==> config.mk <==
export PLATFORM = sky130hd
export DESIGN_NAME = alnf_ctrl
export DESIGN_NICKNAME = d
export VERILOG_FILES = /design/src/sv/alnf_pkg.sv /design/src/sv/alnf_ctrl.sv
export SDC_FILE = /design/constraint.sdc
export NUM_CORES = 1
export LEC_CHECK = 0
export ABC_AREA = 1
export ABC_CLOCK_PERIOD_IN_PS = 1300
export BUFFER_PORTS_ARGS = -buffer_cell sky130_fd_sc_hd__buf_2
export CORE_AREA = 10 10 47 49
export DETAILED_ROUTE_END_ITERATION = 6
export DIE_AREA = 0 0 57 59
export MAX_ROUTING_LAYER = met4
export PLACE_DENSITY = 0.58
export SKIP_LAST_GASP = 1
export SYNTH_ARGS = -nofsm -noshare
export SYNTH_HDL_FRONTEND = slang
export SYNTH_SLANG_ARGS = --single-unit
==> constraint.sdc <==
create_clock -name aclk -period 1.3 [get_ports aclk]
set_clock_uncertainty 0.05 [all_clocks]
set_input_delay 0.195 -clock aclk [delete_from_list [all_inputs] [get_ports aclk]]
set_output_delay 0.195 -clock aclk [all_outputs]
set_load 0.02 [all_outputs]
==> src/sv/alnf_pkg.sv <==
// Shared types and register indexes for the adaptive local noise filter.
package alnf_pkg;

    localparam logic [1:0] REG_FRAME_WIDTH    = 2'd0;
    localparam logic [1:0] REG_FRAME_HEIGHT   = 2'd1;
    localparam logic [1:0] REG_NOISE_VARIANCE = 2'd2;

    typedef enum logic [3:0] {
        ST_IDLE,
        ST_SETUP,
        ST_GCAP,
        ST_BACK,
        ST_SWEEP,
        ST_DRAIN,
        ST_MUL1,
        ST_MUL2,
        ST_MUL3,
        ST_DLOAD,
        ST_DIV,
        ST_RESULT
    } alnf_state_t;

    typedef struct packed {
        logic accept;
        logic setup;
        logic gcap;
        logic back;
        logic sweep;
        logic mul1;
        logic mul2;
        logic mul3;
        logic dload;
        logic div_step;
        logic result;
    } alnf_cmd_t;

    typedef struct packed {
        logic cfg_pending;
        logic has_out;
        logic out_over;
        logic back_zero;
        logic sweep_last;
        logic div_done;
        logic out_free;
    } alnf_stat_t;

endpackage

==> src/sv/alnf_ctrl.sv <==
// Sequencing state machine for the adaptive local noise filter.
module alnf_ctrl (
    input  logic                 aclk,
    input  logic                 aresetn,
    input  logic                 s_valid,
    output logic                 s_ready,
    input  alnf_pkg::alnf_stat_t stat,
    output alnf_pkg::alnf_cmd_t  cmd
);
    import alnf_pkg::*;

    alnf_state_t state_reg, state_next;

    always_ff @(posedge aclk) begin
        if (!aresetn) begin
            state_reg <= ST_IDLE;
        end else begin
            state_reg <= state_next;
        end
    end

    always_comb begin
        state_next = state_reg;
        cmd        = '0;
        s_ready    = 1'b0;
        unique case (state_reg)
            ST_IDLE: begin
                s_ready    = !stat.cfg_pending;
                cmd.accept = s_valid && !stat.cfg_pending;
                if (cmd.accept && stat.has_out && !stat.out_over) begin
                    state_next = ST_SETUP;
                end
            end
            ST_SETUP: begin
                cmd.setup  = 1'b1;
                state_next = ST_GCAP;
            end
            ST_GCAP: begin
                cmd.gcap   = 1'b1;
                state_next = ST_BACK;
            end
            ST_BACK: begin
                cmd.back = 1'b1;
                if (stat.back_zero) begin
                    state_next = ST_SWEEP;
                end
            end
            ST_SWEEP: begin
                cmd.sweep = 1'b1;
                if (stat.sweep_last) begin
                    state_next = ST_DRAIN;
                end
            end
            ST_DRAIN: begin
                state_next = ST_MUL1;
            end
            ST_MUL1: begin
                cmd.mul1   = 1'b1;
                state_next = ST_MUL2;
            end
            ST_MUL2: begin
                cmd.mul2   = 1'b1;
                state_next = ST_MUL3;
            end
            ST_MUL3: begin
                cmd.mul3   = 1'b1;
                state_next = ST_DLOAD;
            end
            ST_DLOAD: begin
                cmd.dload  = 1'b1;
                state_next = ST_DIV;
            end
            ST_DIV: begin
                if (stat.div_done) begin
                    state_next = ST_RESULT;
                end else begin
                    cmd.div_step = 1'b1;
                end
            end
            ST_RESULT: begin
                if (stat.out_free) begin
                    cmd.result = 1'b1;
                    state_next = ST_IDLE;
                end
            end
            default: begin
                state_next = ST_IDLE;
            end
        endcase
    end

endmodule

# Yosys cells after proc, flatten, opt, wreduce, memory -nomap -nowiden

Cells that the tools add are included.

Output and inout bits: 12
Word-level logic and storage cells: 44
Register bits after elaboration: 4

Muxes and demuxes: 20
Reductions and logical operators: 7
Eq/ne operators: 16

Operator list:

| operator                                       | count |
|---|---|
| one-hot mux 4 bit (12 select lines)            | 1 |
| two-way mux 4 bit                              | 5 |
| == test 4 x 3 -> 1 bit (second input constant) | 4 |
| == test 4 bit (second input constant)          | 4 |
| two-way mux 1 bit                              | 14 |
| inequality test 2 bit (second input constant)  | 5 |
| == test 4 x 2 -> 1 bit (second input constant) | 2 |
| AND reduction 5 bit                            | 1 |
| == test 4 x 1 -> 1 bit (second input constant) | 1 |
| zero test 4 bit                                | 1 |
| logical AND 1 bit                              | 3 |
| zero test 1 bit                                | 2 |

# Depth between registers and ports, before layout

Gate-level depths: netlist of the first run.

Depth in word-level cells: 6
Mapped depth: 9
Depth with buffers taken out: 9

# Least setup slack after synthesis of the first run

No wires, ideal clock.

Kind: register to output
Start: register state_reg[3]
End: output cmd[0] in the netlist's numbering
Data required time: 1,055 ps
Data arrival time: 1,100 ps
Setup slack: -45 ps
Cell stages (with the launch flop): 5
Cells stage by stage: dfxtp_1 -> inv_2 -> nor2_2 -> inv_1 -> nor3_1

RTL lines:

| what                   | line            | source |
|---|---|---|
| from (decl)            | alnf_ctrl.sv:12 | `alnf_state_t state_reg, state_next;` |
| from (signal assigned) | alnf_ctrl.sv:18 | `state_reg <= state_next;` |
| to (decl)              | alnf_ctrl.sv:8  | `output alnf_pkg::alnf_cmd_t cmd` |

==> results.sh, run 1 <==
export IMPL_status="finished, violations left"
export IMPL_violations="setup timing"
export IMPL_yosys_warnings=0
export IMPL_grt_max_degree=8
export IMPL_wl_per_cell_um=11.23
export IMPL_gp_congestion=0.8995
export IMPL_overflow=0
export IMPL_syn_area_um2=401.6
export IMPL_max_stage_delay_ns=0.36
export IMPL_maxSlewViolCount=0
export IMPL_r2r_setup_slack_ns=0.06
export IMPL_vias=557
export IMPL_tightest_slew_ns=0.1409
export IMPL_clock_sinks=4
export IMPL_path_delay_family="flip-flops"
export IMPL_setup_violations=9
export IMPL_seq_area_frac_synth=0.1994
export IMPL_netlist_instances=81
export IMPL_worstHoldStart="aresetn"
export IMPL_cts_tree="yes"
export IMPL_grt_pass1_vias=506
export IMPL_clock_fmax_mhz=749.8
export IMPL_ir_drop_mv=1.275
export IMPL_crit_reg2reg_launch="state_reg[2]"
export IMPL_hpwlAfterDp_mm=1.019
export IMPL_area_growth_pct=87.23
export IMPL_p_int_w=0.0008301
export IMPL_cts_root_buffer="clkbuf_4"
export IMPL_drc=0
export IMPL_drv_cap=0
export IMPL_largest_reg_flops=4
export IMPL_stdcell_count=126
export IMPL_diodes=0
export IMPL_fin_crit_sh=1.026
export IMPL_htree_levels=1
export IMPL_cp_arrival_ns=1.09
export IMPL_rsz0062_at_grt="yes"
export IMPL_post_synth_cell_area_avg_um2=4.958
export IMPL_row_count=14
export IMPL_drive_above_1_share=0.5727
export IMPL_dr_pass1_iters=4
export IMPL_max_slew_margin=0.9059
export IMPL_final_cell_area_um2=752.0
export IMPL_startpoint="state_reg[1]"
export IMPL_yosysUniqueCellTypes=11
export IMPL_track_usage=0.08067
export IMPL_routed_wl_mm=1.415
export IMPL_power_frac_seq=0.191
export IMPL_p_leak_nw=0.4159
export IMPL_hold_violations=0
export IMPL_crit_chain="nor2_4 > inv_1 > nor2_1 > buf_4"
export IMPL_initial_core_util=0.2866
export IMPL_cp_data_required_time_ns=1.05
export IMPL_postPlaceCellArea_um2=534.3
export IMPL_pwr_share_clk=0.086
export IMPL_critPathBufInv=2
export IMPL_drt_iter0_markers=10
export IMPL_placed_cells=118
export IMPL_critPathMaxFanout=4
export IMPL_start_kind="flip-flop"
export IMPL_core_mm2=0.001401
export IMPL_clockBufferDepth=2
export IMPL_power_switching_w=0.0008816
export IMPL_numCtsBuffers=3
export IMPL_clk_latency_ns=0.23
export IMPL_ys_ff_latch=4
export IMPL_power_density_mw_per_mm2=2276
export IMPL_synth_nets=91
export IMPL_antenna_found_initial=0
export IMPL_min_period_ns=1.334
export IMPL_chipHeight_um=59
export IMPL_final_nets=122
export IMPL_clk_pin_slew_ns=0.03
export IMPL_io_buffers=21
export IMPL_p_comb_frac=0.723
export IMPL_die_w_um=57
export IMPL_worstHoldPathType="in -> reg"
export IMPL_die_area_mm2=0.003363
export IMPL_layout_setup_ws_ns=-0.03365
export IMPL_viasPerCell=4.421
export IMPL_critPathCaptureType="output port"
export IMPL_ios=22
export IMPL_slowest_stage="dfxtp_4"
export IMPL_worstSetupPathType="reg -> out"
export IMPL_swShare=0.5151
export IMPL_grt_first_pass_wirelength_mm=2.139
export IMPL_ant_nets=0
-- worst register-to-register path, delay by kind of cell, from the launching register on --
kind,cells,cell delay (ns)
buffers and inverters,2,0.15
DFF,1,0.36
and+or+nand+nor,7,0.57
-- path summary, 6_finish.rpt --
path	to	cells past startpoint
worst max-delay path	cmd[3]	4
worst min-delay path	state_reg[1]	3
worst max register to register	state_reg[0]	9
worst min register to register	state_reg[0]	2
-- stage by stage --
stage,total power (W),util,worst slack (ns),TNS (ns),hold slack [ns]
floorplan,0.0008901,-,0.03662,0,0.2426
global placement,0.001116,0.3813,0.04594,0,0.3738
detailed placement,0.001096,0.3813,0.06699,0,0.3781
CTS,0.001484,0.4634,-0.06031,-0.2216,0.1419
global route,0.001873,0.5366,-0.1254,-0.9942,0.1496
finish,0.001712,0.5366,-0.03365,-0.1239,0.1474
-- synth_stat cells --
cell type / count / area share
a21oi_1: 2 / 0.025
dfxtp_1: 4 / 0.20
inv_1: 12 / 0.11
inv_2: 4 / 0.037
nand2_1: 18 / 0.17
nand2_2: 2 / 0.031
nand3_1: 8 / 0.10
nor2_1: 24 / 0.22
nor2_2: 5 / 0.078
nor3_1: 1 / 0.012
o21ai_0: 1 / 0.012
-- power by group through the flow --
| stage | combinational (W) | sequential, W | clock (W) |
|---|---|---|---|
| final | 0.00124 | 0.000327 | 0.000147 |
| after CTS | 0.00103 | 0.000300 | 0.000157 |
| after global placement | 0.000865 | 0.000251 | 0 |
| after floorplan | 0.000649 | 0.000241 | 0 |
| after global routing | 0.00135 | 0.000344 | 0.000175 |
| after detailed placement | 0.000844 | 0.000252 | 0 |
-- cell families after synthesis --
logic type             count (synthesis)  synth area share
AND/OR/NAND/NOR                       58            0.6137
buffers and inverters                 16            0.1495
AO/OA/AOI/OAI                          3           0.03737
flip-flops                             4            0.1994
-- timing repair --
| item | CTS | global route |
|---|---|---|
| setup endpoints to repair | 12 | 16 |
| setup buffers | 4 | 1 |
| pin swaps | 7 | 12 |
| gates resized for setup | 25 | 29 |
| hold buffers | 0 | 0 |
-- final cells by class --
cell class | count | area (um^2)
repair buffers | 26 | 198.9
inverters | 16 | 62.56
well taps | 16 | 20.02
fillers | 156 | 649.4
multi-input cells | 61 | 352.8
clock buffers | 3 | 22.52
flip-flops and latches | 4 | 95.09
-- routing by layer --
layer / vias to the layer above / global-route usage / part of all wire
met3: 2 / 0.01502 / 0.020
met5: - / - / 0
met1: 248 / 0.07556 / 0.38
met2: 6 / 0.1442 / 0.60
li1: 301 / - / -
met4: 0 / 0.06040 / 0.0057
-- layout by cell type, fill, tap and decap left out, types with 2 or more instances in the layout --
| cell type | n |
|---|---|
| dfxtp_4 | 4 |
| inv_2 | 5 |
| nand2_4 | 2 |
| nor2_4 | 6 |
| buf_2 | 9 |
| clkbuf_4 | 3 |
| nand2_1 | 15 |
| nand3_2 | 2 |
| buf_6 | 7 |
| nor2_2 | 9 |
| inv_1 | 10 |
| nand2_2 | 3 |
| buf_4 | 10 |
| nor2_1 | 14 |
| nand3_1 | 6 |
Power figures use the tool's default switching activity.
==> run 2: changes to the inputs <==
--- a/config.mk
+++ b/config.mk
@@ -9,6 +9,7 @@
 export ABC_CLOCK_PERIOD_IN_PS = 1300
 export BUFFER_PORTS_ARGS = -buffer_cell sky130_fd_sc_hd__buf_2
 export CORE_AREA = 10 10 47 49
+export CTS_BUF_LIST = sky130_fd_sc_hd__clkbuf_8
 export DETAILED_ROUTE_END_ITERATION = 6
 export DIE_AREA = 0 0 57 59
 export MAX_ROUTING_LAYER = met4
==> constraint.sdc (replaced) <==
create_clock -name aclk -period 1.3 [get_ports aclk]
set_clock_uncertainty 0.05 [all_clocks]
set_input_delay 0.13 -clock aclk [delete_from_list [all_inputs] [get_ports aclk]]
set_output_delay 0.13 -clock aclk [all_outputs]
set_load 0.02 [all_outputs]
==> results.sh, run 2 (same netlist as run 1, synthesis figures left out) <==
export IMPL_grt_first_pass_wirelength_mm=2.145
export IMPL_dr_pass1_iters=4
export IMPL_htree_levels=1
export IMPL_start_kind="flip-flop"
export IMPL_status="finished, violations left"
export IMPL_hold_violations=0
export IMPL_power_frac_seq=0.199
export IMPL_fill_cells=156
export IMPL_final_common_cell="nor2_1"
export IMPL_whs_ns=0.09529
export IMPL_final_nets=120
export IMPL_drive_above_1_share=0.4815
export IMPL_min_period_ns=1.322
export IMPL_cp_data_required_time_ns=1.12
export IMPL_die_w_um=57
export IMPL_drc=0
export IMPL_worstSetupPathType="reg -> out"
export IMPL_power_switching_w=0.0007948
export IMPL_clk_pin_slew_ns=0.03
export IMPL_stdcell_count=124
export IMPL_rsz0062_at_grt="yes"
export IMPL_p_comb_frac=0.639
export IMPL_clk_latency_ns=0.22
export IMPL_max_stage_delay_ns=0.39
export IMPL_tightest_slew_ns=0.1776
export IMPL_overflow=0
export IMPL_cp_arrival_ns=1.14
export IMPL_grt_pass1_vias=534
export IMPL_layout_setup_ws_ns=-0.02226
export IMPL_clock_fmax_mhz=756.3
export IMPL_mostFrequentLayoutCells="nor2_1 (19), nand2_1 (17), buf_2 (11), buf_4 (11), inv_1 (10)"
export IMPL_wl_per_cell_um=10.85
export IMPL_clockBufferDepth=2
export IMPL_p_int_w=0.0008060
export IMPL_max_slew_margin=0.8812
export IMPL_critPathCaptureType="output port"
export IMPL_violations="setup timing"
export IMPL_core_mm2=0.001401
export IMPL_drv_cap=0
export IMPL_ant_nets=0
export IMPL_drt_iter0_markers=3
export IMPL_critPathBufInv=2
export IMPL_largest_reg_flops=4
export IMPL_clock_sinks=4
export IMPL_row_count=14
export IMPL_path_delay_family="flip-flops"
export IMPL_pwr_share_clk=0.162
export IMPL_cts_root_buffer="clkbuf_8"
export IMPL_io_buffers=21
export IMPL_setup_violations=1
export IMPL_hpwlAfterDp_mm=1.039
export IMPL_placed_cells=119
export IMPL_slowest_stage="dfxtp_4"
export IMPL_viasPerCell=4.403
export IMPL_antenna_found_initial=0
export IMPL_ios=22
export IMPL_critPathMaxFanout=5
export IMPL_diodes=0
export IMPL_power_density_mw_per_mm2=2301
export IMPL_pre_cts_ws_ns=0.05417
export IMPL_ir_drop_mv=1.094
export IMPL_cts_tree="yes"
export IMPL_final_util=0.4964
export IMPL_fin_crit_sh=1.017
export IMPL_crit_chain="inv_4 > nor2_4 > nand2_1 > nor2_4 > buf_6"
export IMPL_multi_input_area_um2=316.6
export IMPL_holdBufCountCts=0
export IMPL_track_usage=0.07989
export IMPL_register_area_um2=95.09
export IMPL_p_leak_nw=0.3835
export IMPL_routed_wl_mm=1.345
export IMPL_cpMostUsedCell="nor2_4"
export IMPL_vias=546
export IMPL_chipHeight_um=59
export IMPL_initial_core_util=0.2866
export IMPL_worstHoldPathType="in -> reg"
export IMPL_grt_max_degree=7
export IMPL_die_area_mm2=0.003363
export IMPL_swShare=0.4965
export IMPL_gp_congestion=0.8868
export IMPL_area_growth_pct=73.21
export IMPL_maxSlewViolCount=0
export IMPL_numCtsBuffers=3
[run 2: cell count changes in the layout (fill, tap and decap cells not counted), sizes merged]
cell  delta
buf      -2
[run 2: metal layers]
metal	global-route usage	up-vias	wire [um]	share of wire
li1	-	296	-	-
met1	0.07701	235	494	0.37
met2	0.1411	11	758	0.56
met3	0.01717	4	52	0.039
met4	0.05369	0	40	0.030
met5	-	-	0	0
[run 2: per-stage QoR]
stage | area, um^2 | power (W) | setup TNS, ns
3_5_place_dp | 536.8 | 0.001106 | 0
3_3_place_gp | 536.8 | 0.001114 | 0
5_1_grt | 695.7 | 0.001742 | -0.2663
4_1_cts | 608.1 | 0.001450 | -0.03646
2_1_floorplan | 404.1 | 0.0008864 | 0
6_report | 695.7 | 0.001601 | -0.02226
[run 2: repair_timing]
action                     CTS  global route
buffers inserted             1             1
gates resized for setup     10            27
pin swaps                    1             2
setup endpoints to repair   10            15
cloned                       0             0
[run 2: area by class of cell]
class | instances | area share
Multi-Input combinational cell | 61 | 0.4550
Sequential cell | 4 | 0.1367
Timing Repair Buffer | 24 | 0.2302
Inverter | 16 | 0.08993
Clock buffer | 3 | 0.05935
Tap cell | 16 | 0.02878
[run 2: final timing paths]
kind / startpoint / end / slack [ns] / cells after the start
worst max-delay path: state_reg[3] / cmd[1] / -0.02 / 5
worst min-delay path: aresetn / state_reg[1] / 0.1 / 3
worst max register to register: state_reg[3] / state_reg[2] / 0.03 / 9
worst min register to register: state_reg[0] / state_reg[0] / 0.48 / 2
[run 2: worst register-to-register path, cell delays in order (launching register included)]
cell and delay [ns]:
dfxtp_4 0.39, inv_4 0.05, nor2_4 0.12, nand2_1 0.11, nor2_4 0.14, buf_4 0.13
nor2_4 0.04, nand3_1 0.06, nand2_1 0.05, nor2_1 0.07
[run 2: power by group through the flow]
stage | Combinational, W | Sequential, W | Clock, W
floorplan | 0.000645 | 0.000241 | 0
global placement | 0.000861 | 0.000253 | 0
detailed placement | 0.000852 | 0.000254 | 0
CTS | 0.000899 | 0.000283 | 0.000267
global route | 0.00114 | 0.000329 | 0.000272
finish | 0.00102 | 0.000319 | 0.000259
==> run 3: changes to the inputs <==
--- a/config.mk
+++ b/config.mk
@@ -6,7 +6,7 @@
 export NUM_CORES = 1
 export LEC_CHECK = 0
 export ABC_AREA = 1
-export ABC_CLOCK_PERIOD_IN_PS = 1300
+export ABC_CLOCK_PERIOD_IN_PS = 1500
 export BUFFER_PORTS_ARGS = -buffer_cell sky130_fd_sc_hd__buf_2
 export CORE_AREA = 10 10 47 49
 export CTS_BUF_LIST = sky130_fd_sc_hd__clkbuf_8
==> constraint.sdc (replaced) <==
create_clock -name aclk -period 1.5 [get_ports aclk]
set_clock_uncertainty 0.05 [all_clocks]
set_input_delay 0.15 -clock aclk [delete_from_list [all_inputs] [get_ports aclk]]
set_output_delay 0.15 -clock aclk [all_outputs]
set_load 0.02 [all_outputs]
==> results.sh, run 3 (same netlist as run 1, synthesis figures left out) <==
export IMPL_overflow=0
export IMPL_start_kind="flip-flop"
export IMPL_chipHeight_um=59
export IMPL_drc=0
export IMPL_cp_data_required_time_ns=1.30
export IMPL_hpwlAfterDp_mm=1.051
export IMPL_row_count=14
export IMPL_drive_above_1_share=0.3429
export IMPL_crit_chain="nor2_1 > inv_1 > nor2_1 > buf_2"
export IMPL_final_cell_area_um2=574.3
export IMPL_largest_reg_flops=4
export IMPL_gp_congestion=0.8791
export IMPL_power_frac_seq=0.189
export IMPL_clk_latency_ns=0.22
export IMPL_clk_pin_slew_ns=0.03
export IMPL_antenna_found_initial=0
export IMPL_swShare=0.5120
export IMPL_wl_per_cell_um=9.793
export IMPL_die_w_um=57
export IMPL_die_area_mm2=0.003363
export IMPL_postCtsSetupBuffers=0
export IMPL_grt_max_degree=8
export IMPL_ant_nets=0
export IMPL_cp_arrival_ns=1.27
export IMPL_placed_cells=118
export IMPL_worstSetupPathType="reg -> out"
export IMPL_diodes=0
export IMPL_area_growth_pct=42.99
export IMPL_drv_cap=0
export IMPL_power_switching_w=0.0006034
export IMPL_min_period_ns=1.468
export IMPL_clock_fmax_mhz=681.1
export IMPL_rsz0062_at_grt="yes"
export IMPL_p_int_w=0.0005751
export IMPL_track_usage=0.07225
export IMPL_dr_pass1_iters=4
export IMPL_cpMostUsedCell="nor2_1"
export IMPL_mostFrequentLayoutCells="nor2_1 (24), buf_2 (21), nand2_1 (18)"
export IMPL_ir_drop_mv=1.014
export IMPL_numCtsBuffers=3
export IMPL_critPathBufInv=2
export IMPL_p_comb_frac=0.621
export IMPL_power_density_mw_per_mm2=2052
export IMPL_fin_crit_sh=0.9788
export IMPL_clock_sinks=4
export IMPL_viasPerCell=4.438
export IMPL_setup_violations=0
export IMPL_final_util=0.4098
export IMPL_postPlaceCellArea_um2=526.8
export IMPL_htree_levels=1
export IMPL_path_delay_family="simple AND/OR/NAND/NOR gates"
export IMPL_grt_pass1_vias=507
export IMPL_critPathMaxFanout=6
export IMPL_vias=537
export IMPL_max_slew_margin=0.8342
export IMPL_clockBufferDepth=2
export IMPL_pwr_share_clk=0.190
export IMPL_cts_tree="yes"
export IMPL_final_nets=117
export IMPL_worstHoldPathType="in -> reg"
export IMPL_io_buffers=21
export IMPL_cts_root_buffer="clkbuf_8"
export IMPL_core_mm2=0.001401
export IMPL_max_stage_delay_ns=0.36
export IMPL_ios=22
export IMPL_routed_wl_mm=1.185
export IMPL_hold_violations=0
export IMPL_slowest_stage="dfxtp_1"
export IMPL_initial_core_util=0.2866
export IMPL_final_common_cell="nor2_1"
export IMPL_status="complete, no violations"
export IMPL_critPathCaptureType="output port"
export IMPL_post_cts_resized=0
export IMPL_p_leak_nw=0.3619
export IMPL_drt_iter0_markers=24
export IMPL_maxSlewViolCount=0
export IMPL_tightest_slew_ns=0.2483
export IMPL_grt_first_pass_wirelength_mm=1.952
export IMPL_stdcell_count=121
export IMPL_holdBufCountCts=0
[run 3: changes by cell type in the layout (fill, tap and decap cells not counted), sizes merged]
cell | previous run | this run
buf | 24 | 21
[run 3: final timing paths]
check	slack [ns]	from	endpoint	cells after the start
setup / recovery	0.03	state_reg[2]	cmd[7]	4
hold reg to reg	0.47	state_reg[3]	state_reg[3]	2
setup reg to reg	0.20	state_reg[2]	state_reg[3]	7
hold / removal	0.11	aresetn	state_reg[1]	3
[run 3: tightest hold or removal path, delay by kind of cell]
kind	cells	cell delay [ns]
buffers and inverters	2	0.14
AND/OR/NAND/NOR	1	0.05
[run 3: metrics by stage]
| step | power, W | TNS [ns] | setup slack (ns) | hold slack [ns] |
|---|---|---|---|---|
| 2_1_floorplan | 0.0007637 | 0 | 0.1886 | 0.1976 |
| 3_5_place_dp | 0.0009531 | 0 | 0.2473 | 0.3320 |
| 5_1_grt | 0.001311 | -0.02010 | -0.02010 | 0.1364 |
| 4_1_cts | 0.001185 | 0 | 0.03532 | 0.1087 |
| 6_report | 0.001178 | 0 | 0.03184 | 0.1071 |
| 3_3_place_gp | 0.0009552 | 0 | 0.2612 | 0.3300 |
[run 3: cell type report]
type                            count  area [um^2]
Fill cell                         180        827.0
Tap cell                           16        20.02
Multi-Input combinational cell     61        266.5
Sequential cell                     4        81.33
Clock buffer                        3        41.29
Timing Repair Buffer               21        105.1
Inverter                           16        60.06
[run 3: power by group through the flow]
stage / sequential [W] / combinational [W] / clock, W
after floorplan: 0.000209 / 0.000555 / 0
after global routing: 0.000235 / 0.000834 / 0.000242
after global placement: 0.000216 / 0.000739 / 0
after detailed placement: 0.000219 / 0.000734 / 0
after CTS: 0.000218 / 0.000738 / 0.000229
final: 0.000223 / 0.000731 / 0.000224
[run 3: per-layer routing]
metal,vias up,track usage,share of wire
met5,-,-,0
met4,0,0.05034,0.021
met3,2,0.01288,0.022
met2,9,0.1302,0.57
met1,237,0.06848,0.39
li1,289,-,-
